## config.mk

```make
export PLATFORM = sky130hd
export DESIGN_NAME = uart_baud_scale_step_search_unit_flat
export DESIGN_NICKNAME = d
export VERILOG_FILES = /design/src/hdl/ubss_pkg.sv /design/src/hdl/ubss_if.sv /design/src/hdl/ubss_div.sv /design/src/hdl/uart_baud_scale_step_search_unit.sv /design/src/flat_wrapper.sv
export VERILOG_INCLUDE_DIRS = /design/src /design/src/hdl
export SDC_FILE = /design/constraint.sdc
export NUM_CORES = 2
export LEC_CHECK = 0
export ABC_AREA = 1
export BUFFER_PORTS_ARGS = -buffer_cell sky130_fd_sc_hd__buf_2
export CAP_MARGIN = 20
export CORE_MARGIN = 2
export CORE_UTILIZATION = 46
export CTS_CLUSTER_DIAMETER = 150
export CTS_CLUSTER_SIZE = 30
export DETAILED_ROUTE_END_ITERATION = 12
export GPL_TIMING_DRIVEN = 0
export HOLD_SLACK_MARGIN = 0.08
export SYNTH_ARGS = -nofsm -noshare
export SYNTH_HDL_FRONTEND = slang
export SYNTH_SLANG_ARGS = --single-unit
```

## constraint.sdc

```tcl
create_clock -name clk -period 15.47 [get_ports clk]
set_input_delay 0.7735 -clock clk [delete_from_list [all_inputs] [get_ports clk]]
set_output_delay 0.7735 -clock clk [all_outputs]
set_load 0.02 [all_outputs]
```

## src/hdl/uart_baud_scale_step_search_unit_assert.svh

```systemverilog
// Assertion macros for the baud scale and step search block.
`ifndef UART_BAUD_SCALE_STEP_SEARCH_UNIT_ASSERT_SVH
`define UART_BAUD_SCALE_STEP_SEARCH_UNIT_ASSERT_SVH

// Checked only out of reset.
`define UBSS_ASSERT(name, expr, msg) \
    name: assert property (@(posedge clk) disable iff (!rst_n) (expr)) else $error(msg);

// Implication between two conditions, checked only out of reset.
`define UBSS_ASSERT_IMPL(name, cond, expr, msg) \
    name: assert property (@(posedge clk) disable iff (!rst_n) (cond) |-> (expr)) \
        else $error(msg);

`endif

```

## src/hdl/ubss_pkg.sv

```systemverilog
// Shared widths, limits and types for the baud scale and step search block.
`default_nettype none

package ubss_pkg;

    localparam int BAUD_W      = 24;
    localparam int CLK_W       = 28;
    localparam int SCALE_W     = 8;
    localparam int STEP_W      = 14;
    localparam int ERR_W       = 24;
    localparam int FRAC_SHIFT  = 17;

    localparam int SCALE_LIMIT = 255;
    localparam int STEP_LIMIT  = 13107;

    localparam logic [CLK_W-1:0] CLK_RESET = CLK_W'(25000000);

    // width that holds any step up to the limit
    localparam int STEPC_W     = $clog2(STEP_LIMIT + 1);
    localparam int MUL_B_W     = (STEPC_W > SCALE_W) ? STEPC_W : SCALE_W;
    localparam int PROD_W      = CLK_W + MUL_B_W;
    localparam int DIVIDEND_W  = BAUD_W + SCALE_W + FRAC_SHIFT;
    localparam int DIV_CNT_W   = $clog2(DIVIDEND_W + 1);

    typedef struct packed {
        logic busy;
        logic done;
    } div_status_t;

endpackage

`default_nettype wire

```

## src/hdl/ubss_if.sv

```systemverilog
// Handshake channels: baud request, search result and clock configuration.
`default_nettype none

interface ubss_baud_if;
    import ubss_pkg::*;

    logic              valid;
    logic              ready;
    logic [BAUD_W-1:0] baud_rate;

    modport source (output valid, output baud_rate, input ready);
    modport sink   (input valid, input baud_rate, output ready);
endinterface

interface ubss_result_if;
    import ubss_pkg::*;

    logic               valid;
    logic               ready;
    logic [SCALE_W-1:0] best_scale;
    logic [STEP_W-1:0]  best_step;
    logic [ERR_W-1:0]   rate_error;

    modport source (output valid, output best_scale, output best_step, output rate_error,
                    input ready);
    modport sink   (input valid, input best_scale, input best_step, input rate_error,
                    output ready);
endinterface

interface ubss_cfg_if;
    import ubss_pkg::*;

    logic             valid;
    logic             ready;
    logic [CLK_W-1:0] clock_hz;

    modport source (output valid, output clock_hz, input ready);
    modport sink   (input valid, input clock_hz, output ready);
endinterface

`default_nettype wire

```

## src/hdl/ubss_div.sv

```systemverilog
// Restoring divider, one quotient bit per cycle, shared by both divisions of a trial.
`default_nettype none

module ubss_div (
    input  wire logic                            clk,
    input  wire logic                            rst_n,
    input  wire logic                            start,
    input  wire logic [ubss_pkg::DIVIDEND_W-1:0] dividend,
    input  wire logic [ubss_pkg::CLK_W-1:0]      divisor,
    output      logic [ubss_pkg::DIVIDEND_W-1:0] quotient,
    output      ubss_pkg::div_status_t           status
);
    import ubss_pkg::*;

    logic                  busy_reg, busy_next;
    logic                  done_reg, done_next;
    logic [DIV_CNT_W-1:0]  cnt_reg, cnt_next;
    logic [CLK_W-1:0]      rem_reg, rem_next;
    logic [CLK_W-1:0]      dsr_reg, dsr_next;
    logic [DIVIDEND_W-1:0] quo_reg, quo_next;

    logic [CLK_W:0]        trial;
    logic [CLK_W:0]        diff;
    logic                  fits;

    // remainder stays below the divisor, so the trial fits in one extra bit
    assign trial = {rem_reg, quo_reg[DIVIDEND_W-1]};
    assign diff  = trial - {1'b0, dsr_reg};
    assign fits  = (trial >= {1'b0, dsr_reg});

    always_comb
    begin
        busy_next = busy_reg;
        done_next = 1'b0;
        cnt_next  = cnt_reg;
        rem_next  = rem_reg;
        dsr_next  = dsr_reg;
        quo_next  = quo_reg;
        if (start)
        begin
            busy_next = 1'b1;
            cnt_next  = DIV_CNT_W'(DIVIDEND_W);
            rem_next  = '0;
            dsr_next  = divisor;
            quo_next  = dividend;
        end
        else if (busy_reg)
        begin
            rem_next = fits ? diff[CLK_W-1:0] : trial[CLK_W-1:0];
            quo_next = {quo_reg[DIVIDEND_W-2:0], fits};
            cnt_next = cnt_reg - 1'b1;
            if (cnt_reg == DIV_CNT_W'(1))
            begin
                busy_next = 1'b0;
                done_next = 1'b1;
            end
        end
    end

    always_ff @(posedge clk or negedge rst_n)
    begin
        if (!rst_n)
        begin
            busy_reg <= 1'b0;
            done_reg <= 1'b0;
            cnt_reg  <= '0;
        end
        else
        begin
            busy_reg <= busy_next;
            done_reg <= done_next;
            cnt_reg  <= cnt_next;
        end
    end

    always_ff @(posedge clk)
    begin
        rem_reg <= rem_next;
        dsr_reg <= dsr_next;
        quo_reg <= quo_next;
    end

    assign quotient    = quo_reg;
    assign status.busy = busy_reg;
    assign status.done = done_reg;

endmodule

`default_nettype wire

```

## src/hdl/uart_baud_scale_step_search_unit.sv

```systemverilog
// Top level: sequencer, shared multiplier and result register of the baud search.
// Searches the prescale and fractional step pair closest to a requested baud rate.
// Each accepted word runs scales 0, 1, 2, ... through one shared multiplier and one
// shared bit-serial divider (49 quotient bits, up to two divisions per scale). The
// search visits at most 255 scales (0 to 254) and stops early once the step passes
// its limit. The request side is ready only between searches; a finished result
// waits in an output register while the next request is taken. A clock of zero
// skips the search and returns scale 0, step 0 and the baud rate as the error.
`default_nettype none

module uart_baud_scale_step_search_unit (
    input wire logic      clk,
    input wire logic      rst_n,
    ubss_baud_if.sink     req,
    ubss_result_if.source rsp,
    ubss_cfg_if.sink      cfg
);
    import ubss_pkg::*;

    `include "uart_baud_scale_step_search_unit_assert.svh"

    typedef enum logic [8:0] {
        ST_IDLE = 9'b000000001,
        ST_MUL1 = 9'b000000010,
        ST_DS1  = 9'b000000100,
        ST_DW1  = 9'b000001000,
        ST_MUL2 = 9'b000010000,
        ST_DS2  = 9'b000100000,
        ST_DW2  = 9'b001000000,
        ST_CMP  = 9'b010000000,
        ST_DONE = 9'b100000000
    } state_t;

    state_t              state_reg, state_next;
    logic [CLK_W-1:0]    clk_hz_reg, clk_hz_next;
    logic [BAUD_W-1:0]   baud_reg, baud_next;
    logic [SCALE_W-1:0]  sc_reg, sc_next;
    logic [STEPC_W-1:0]  st_reg, st_next;
    logic [PROD_W-1:0]   prod_reg, prod_next;
    logic [SCALE_W-1:0]  best_sc_reg, best_sc_next;
    logic [STEPC_W-1:0]  best_st_reg, best_st_next;
    logic [ERR_W-1:0]    best_err_reg, best_err_next;
    logic                out_valid_reg, out_valid_next;
    logic [SCALE_W-1:0]  out_sc_reg, out_sc_next;
    logic [STEP_W-1:0]   out_st_reg, out_st_next;
    logic [ERR_W-1:0]    out_err_reg, out_err_next;

    logic [SCALE_W-1:0]    scale_p1;
    logic [CLK_W-1:0]      mul_a;
    logic [MUL_B_W-1:0]    mul_b;
    logic [PROD_W:0]       rnd_sum;
    logic                  div_start;
    logic [DIVIDEND_W-1:0] div_dividend;
    logic [CLK_W-1:0]      div_divisor;
    logic [DIVIDEND_W-1:0] div_quotient;
    div_status_t           div_stat;
    logic [CLK_W-1:0]      rate;
    logic [CLK_W-1:0]      baud_x;
    logic [CLK_W-1:0]      err;
    logic                  req_take;
    logic                  out_load;

    assign scale_p1 = sc_reg + 1'b1;

    // shared multiplier: baud * divider, then clock * step
    always_comb
    begin
        if (state_reg == ST_MUL2)
        begin
            mul_a = clk_hz_reg;
            mul_b = MUL_B_W'(st_reg);
        end
        else
        begin
            mul_a = CLK_W'(baud_reg);
            mul_b = MUL_B_W'(scale_p1);
        end
    end

    // rounding: add half of 2^17 * divider, then drop the fraction bits
    assign rnd_sum = {1'b0, prod_reg} + ((PROD_W + 1)'(scale_p1) << (FRAC_SHIFT - 1));

    assign div_start = (state_reg == ST_DS1) || (state_reg == ST_DS2);

    always_comb
    begin
        if (state_reg == ST_DS2)
        begin
            div_dividend = DIVIDEND_W'(rnd_sum >> FRAC_SHIFT);
            div_divisor  = CLK_W'(scale_p1);
        end
        else
        begin
            div_dividend = {prod_reg[BAUD_W+SCALE_W-1:0], {FRAC_SHIFT{1'b0}}};
            div_divisor  = clk_hz_reg;
        end
    end

    ubss_div u_div (
        .clk      (clk),
        .rst_n    (rst_n),
        .start    (div_start),
        .dividend (div_dividend),
        .divisor  (div_divisor),
        .quotient (div_quotient),
        .status   (div_stat)
    );

    assign rate   = div_quotient[CLK_W-1:0];
    assign baud_x = CLK_W'(baud_reg);
    assign err    = (rate >= baud_x) ? (rate - baud_x) : (baud_x - rate);

    assign req.ready = (state_reg == ST_IDLE);
    assign cfg.ready = 1'b1;
    assign req_take  = req.valid && req.ready;
    assign out_load  = (state_reg == ST_DONE) && (!out_valid_reg || rsp.ready);

    always_comb
    begin
        state_next    = state_reg;
        clk_hz_next   = clk_hz_reg;
        baud_next     = baud_reg;
        sc_next       = sc_reg;
        st_next       = st_reg;
        prod_next     = prod_reg;
        best_sc_next  = best_sc_reg;
        best_st_next  = best_st_reg;
        best_err_next = best_err_reg;

        if (cfg.valid)
        begin
            clk_hz_next = cfg.clock_hz;
        end

        unique case (state_reg)
            ST_IDLE:
            begin
                if (req_take)
                begin
                    baud_next     = req.baud_rate;
                    sc_next       = '0;
                    best_sc_next  = '0;
                    best_st_next  = '0;
                    best_err_next = req.baud_rate;
                    state_next    = (clk_hz_reg == '0) ? ST_DONE : ST_MUL1;
                end
            end
            ST_MUL1:
            begin
                prod_next  = mul_a * mul_b;
                state_next = ST_DS1;
            end
            ST_DS1:
            begin
                state_next = ST_DW1;
            end
            ST_DW1:
            begin
                if (div_stat.done)
                begin
                    if (div_quotient > DIVIDEND_W'(STEP_LIMIT))
                    begin
                        state_next = ST_DONE;
                    end
                    else
                    begin
                        st_next    = STEPC_W'(div_quotient);
                        state_next = ST_MUL2;
                    end
                end
            end
            ST_MUL2:
            begin
                prod_next  = mul_a * mul_b;
                state_next = ST_DS2;
            end
            ST_DS2:
            begin
                state_next = ST_DW2;
            end
            ST_DW2:
            begin
                if (div_stat.done)
                begin
                    state_next = ST_CMP;
                end
            end
            ST_CMP:
            begin
                if (err < CLK_W'(best_err_reg))
                begin
                    best_err_next = ERR_W'(err);
                    best_sc_next  = sc_reg;
                    best_st_next  = st_reg;
                end
                if (sc_reg == SCALE_W'(SCALE_LIMIT - 1))
                begin
                    state_next = ST_DONE;
                end
                else
                begin
                    sc_next    = scale_p1;
                    state_next = ST_MUL1;
                end
            end
            ST_DONE:
            begin
                if (out_load)
                begin
                    state_next = ST_IDLE;
                end
            end
            default:
            begin
                state_next = ST_IDLE;
            end
        endcase
    end

    always_comb
    begin
        out_valid_next = out_valid_reg;
        out_sc_next    = out_sc_reg;
        out_st_next    = out_st_reg;
        out_err_next   = out_err_reg;
        if (out_load)
        begin
            out_valid_next = 1'b1;
            out_sc_next    = best_sc_reg;
            out_st_next    = STEP_W'(best_st_reg);
            out_err_next   = best_err_reg;
        end
        else if (rsp.ready)
        begin
            out_valid_next = 1'b0;
        end
    end

    always_ff @(posedge clk or negedge rst_n)
    begin
        if (!rst_n)
        begin
            state_reg     <= ST_IDLE;
            clk_hz_reg    <= CLK_RESET;
            out_valid_reg <= 1'b0;
        end
        else
        begin
            state_reg     <= state_next;
            clk_hz_reg    <= clk_hz_next;
            out_valid_reg <= out_valid_next;
        end
    end

    always_ff @(posedge clk)
    begin
        baud_reg     <= baud_next;
        sc_reg       <= sc_next;
        st_reg       <= st_next;
        prod_reg     <= prod_next;
        best_sc_reg  <= best_sc_next;
        best_st_reg  <= best_st_next;
        best_err_reg <= best_err_next;
        out_sc_reg   <= out_sc_next;
        out_st_reg   <= out_st_next;
        out_err_reg  <= out_err_next;
    end

    assign rsp.valid      = out_valid_reg;
    assign rsp.best_scale = out_sc_reg;
    assign rsp.best_step  = out_st_reg;
    assign rsp.rate_error = out_err_reg;

    `UBSS_ASSERT_IMPL(a_div_start_idle, div_start, !div_stat.busy,
        "divider restarted while busy")
    `UBSS_ASSERT_IMPL(a_step_in_range, state_reg == ST_DS2,
        st_reg <= STEPC_W'(STEP_LIMIT), "step above limit reached second division")
    `UBSS_ASSERT_IMPL(a_err_bounded, state_reg == ST_DONE,
        best_err_reg <= baud_reg, "best error exceeds requested baud")
    `UBSS_ASSERT(a_div_done_waiting, !div_stat.done || state_reg == ST_DW1 ||
        state_reg == ST_DW2, "divider finished outside a wait state")

endmodule

`default_nettype wire

```

## src/flat_wrapper.sv

```systemverilog
// flat-port wrapper written by rule: the top's interface ports become plain ports
module uart_baud_scale_step_search_unit_flat import ubss_pkg::*;
  (clk, rst_n, req_valid, req_baud_rate, req_ready, rsp_valid, rsp_best_scale, rsp_best_step, rsp_rate_error, rsp_ready, cfg_valid, cfg_clock_hz, cfg_ready);
  ubss_baud_if req_i ();
  ubss_result_if rsp_i ();
  ubss_cfg_if cfg_i ();
  input wire logic clk;
  input wire logic rst_n;
  input wire logic [$bits(req_i.valid)-1:0] req_valid;
  input wire logic [$bits(req_i.baud_rate)-1:0] req_baud_rate;
  output wire logic [$bits(req_i.ready)-1:0] req_ready;
  output wire logic [$bits(rsp_i.valid)-1:0] rsp_valid;
  output wire logic [$bits(rsp_i.best_scale)-1:0] rsp_best_scale;
  output wire logic [$bits(rsp_i.best_step)-1:0] rsp_best_step;
  output wire logic [$bits(rsp_i.rate_error)-1:0] rsp_rate_error;
  input wire logic [$bits(rsp_i.ready)-1:0] rsp_ready;
  input wire logic [$bits(cfg_i.valid)-1:0] cfg_valid;
  input wire logic [$bits(cfg_i.clock_hz)-1:0] cfg_clock_hz;
  output wire logic [$bits(cfg_i.ready)-1:0] cfg_ready;
  assign req_i.valid = req_valid;
  assign req_i.baud_rate = req_baud_rate;
  assign req_ready = req_i.ready;
  assign rsp_valid = rsp_i.valid;
  assign rsp_best_scale = rsp_i.best_scale;
  assign rsp_best_step = rsp_i.best_step;
  assign rsp_rate_error = rsp_i.rate_error;
  assign rsp_i.ready = rsp_ready;
  assign cfg_i.valid = cfg_valid;
  assign cfg_i.clock_hz = cfg_clock_hz;
  assign cfg_ready = cfg_i.ready;
  uart_baud_scale_step_search_unit u_core (.clk(clk), .rst_n(rst_n), .req(req_i), .rsp(rsp_i), .cfg(cfg_i));
endmodule
```

==> results by group <==
Synth
  – Combined area of all synthesized cells: 32400 µm²
  – XOR/XNOR share of the synthesized area: 0.0287
  – Register area share after synthesis: 0.292
  – Multiplexer share of the synthesized area: 0.00108
  – Most used flip-flop cell after synthesis: sky130_fd_sc_hd__edfxtp_1
  – FFs w/ async S/R, synth: 0.139
  – Mapped Nets: approximately 4600
  – Area share of the largest cell type after synthesis: 0.238
  – #FFs+latches synth: ~330
  – Top cells by area, synth: sky130_fd_sc_hd__edfxtp_1, sky130_fd_sc_hd__fa_1, sky130_fd_sc_hd__nand2_1
  – Largest family of logic cells by synthesized area: adder cells
  – Average cell area after synthesis: 8.14 µm²
  – Unique masters post-synth: 63
  – Most used standard cell by instance count after synthesis: sky130_fd_sc_hd__nand2_1
  – Fraction of the mapped netlist area in simple logic gates: 0.202
  – Yosys warning count: 0
  – Number of enable flip-flop cells after synthesis: ~260
  – Gate count after technology mapping: between 3000 and 4000
  – Leading area contributor after synthesis: sky130_fd_sc_hd__edfxtp_1
  – Compound-gate portion of the synthesized area: 0.0863
  – Adder and majority cell fraction of the synthesized area: 0.277
  – Synth cell count leaders: sky130_fd_sc_hd__nand2_1, sky130_fd_sc_hd__inv_1, sky130_fd_sc_hd__nor2_1

STA
  – Final hold violation count: 0
  – Transition time at the pin with the least slew margin: about 1.0 ns
  – Worst slew margin: 0.320
  – Final period utilization: 0.557
  – Max Transition Viols Final: 0
  – Maximum clock frequency: between 0.1 and 0.15 GHz
  – Total Negative Setup Slacks: 0 ns
  – Worst Skew: between 0.04 and 0.05 ns
  – RSZ-0062 raised after global routing: false
  – Finish-stage setup viols: 0
  – Final min period: around 8.6 ns

Clock tree
  – Cts repair resizes: 0
  – # Post-CTS Setup Buffers: 0
  – CTS tree: done
  – Number of clock sinks: between 300 and 400
  – CTS Buf Count: 15
  – Latest clock arrival within the worst-skew pair: approximately 0.54 ns
  – Clock transition at path regs: about 0.11 ns
  – CTS Root Cell: sky130_fd_sc_hd__clkbuf_16
  – Post-CTS Hold Buffers: 0
  – H-tree levels: 1
  – Number of buffers between clock root and the deepest sink: 3

Floorplan
  – IO Pins: 106
  – Die area: between 70000 and 80000 µm²
  – Die outline width: ~270 µm
  – Total number of placement rows: 97
  – Die Span Y: 269 µm
  – Floorplan core area: around 70000 µm²
  – Effective utilization at floorplan: 0.463

Cells and area
  – Diode count: 0
  – Post-synthesis to final-layout area growth: 7.19%
  – Flip-flop count of the largest register after layout: 49
  – Fill cell instance count of the final layout: a little under 7000
  – Fraction of layout cells with a size suffix above 1: 0.0775
  – Layout Nets: 4692

Worst setup path
  – Highest fanout seen on the critical path: 10
  – Slowest CP cell: sky130_fd_sc_hd__xor2_1
  – Kind of cell adding the most delay to the critical path: adder cells
  – Critical Path Sink Type: flop
  – Top cell by count, worst path: sky130_fd_sc_hd__fa_1
  – Arrival time reported for the critical path endpoint: around 8.9 ns
  – Combined buffer and inverter count along the critical path: 8
  – Launching element type of the critical path: flop
  – Worst stage delay on the critical path: 0.80 ns
  – Kind of critical path: reg2reg
  – CP Data Required Time: roughly 16 ns

Routing
  – Drt via density: 5.18
  – Average wire length per cell after detail routing: 20.5 µm
  – Routed Wire Length: just over 100000 µm
  – First-pass iteration count of the detailed router: 5
  – Antenna-violating nets left: 0
  – Number of violations reported at the end of detailed-routing iteration 0: approximately 2700
  – Total number of vias: approximately 26000
  – Post-route DRC: 0

GRT
  – Antenna violations before repair: 1
  – Total GRT Usage: 0.289
  – Global-route wire length before repair: between 150000 and 200000 µm
  – Via count of the first global-routing pass: ~26000
  – Remaining Overflow, GRT: 0
  – Largest net degree at the start of global routing: 47

Place
  – Detailed placer's ending HPWL: between 80000 and 90000 µm
  – Global placer's final weighted congestion: 0.968
  – Count of buffers from port buffering: approximately 100

Flow run
  – Max cap viols: 0

Status
  – Status: completed

Worst hold path
  – Path category of the worst min-delay check: in2async
==> metrics by stage <==
stage	utilization	instances	hold WS, ns	area (µm²)	setup WS [ns]
5_1_grt	0.497	5054	0.140	34700	6.33
4_1_cts	0.496	5053	0.417	34700	6.92
6_report	0.497	5054	0.143	34700	6.86
3_5_place_dp	0.489	5028	0.405	34200	7.00
3_3_place_gp	0.487	5021	0.401	34100	6.97
2_1_floorplan	-	3978	0.400	32400	8.86
==> cell type report <==
type,instances,area (µm²),area share
inverter,840,3150,0.0908
multi-input combinational,2718,19300,0.556
clock buffer,23,415,0.0120
buffer,89,502,0.0145
sequential,331,9450,0.272
tap,940,1180,0.0339
clock inverter,2,60.1,0.00173
timing repair buffer,111,654,0.0189
==> metal layers <==
metal	track usage	vias up	part of all wire
li1	-	12652	-
met1	0.436	12473	0.47
met2	0.421	930	0.42
met3	0.0517	105	0.076
met4	0.0838	0	0.035
met5	0	-	0
==> worst paths after layout <==
kind / start / end / slack, ns / depth (start not counted)
max in group asynchronous: rst_n / u_core.clk_hz_reg[6] / 14.72 / 2
max reg2reg: u_core.sc_reg[0] / u_core.prod_reg[30] / 6.86 / 30
min reg2reg: u_core.best_st_reg[6] / u_core.rsp.best_step[6] / 0.42 / 0
max: u_core.sc_reg[0] / u_core.prod_reg[30] / 6.86 / 30
min: rst_n / u_core.clk_hz_reg[17] / 0.14 / 1
min in group clk: u_core.best_st_reg[6] / u_core.rsp.best_step[6] / 0.42 / 0
==> logic make-up (layout without fill, tap and decap cells) <==
family	Yosys count	count (layout)
xor gates and xnor gates	106	106
buffers and inverters	929	1065
other	1	1
DFF	331	331
AOI/OAI and AO/OA	488	488
muxes	3	3
adders and majority gates	529	529
and+or+nand+nor	1591	1591
==> layout by cell type, fill, tap and decap left out, drive strengths merged, types with 28 or more instances in the layout <==
cell type    n
edfxtp     257
dfrtp       33
a21oi      170
xor2        74
dfxtp       28
nand2      887
inv        836
nor3        40
o21ai      219
buf        165
clkbuf      58
fa         313
xnor2       32
nand3      129
ha         216
nor2       476
==> worst register-to-register path, delay by kind of cell, from the launching register on <==
| kind | cells | cell delay, ns |
|---|---|---|
| AOI/OAI and AO/OA | 6 | 1.29 |
| xor gates and xnor gates | 2 | 1.26 |
| adders and majority gates | 7 | 3.60 |
| buffers and inverters | 8 | 0.87 |
| DFF | 1 | 0.44 |
| and+or+nand+nor | 7 | 0.90 |
Power is not shown: default switching activity piles up to over one toggle a cycle in this logic, so the estimate is an artifact.
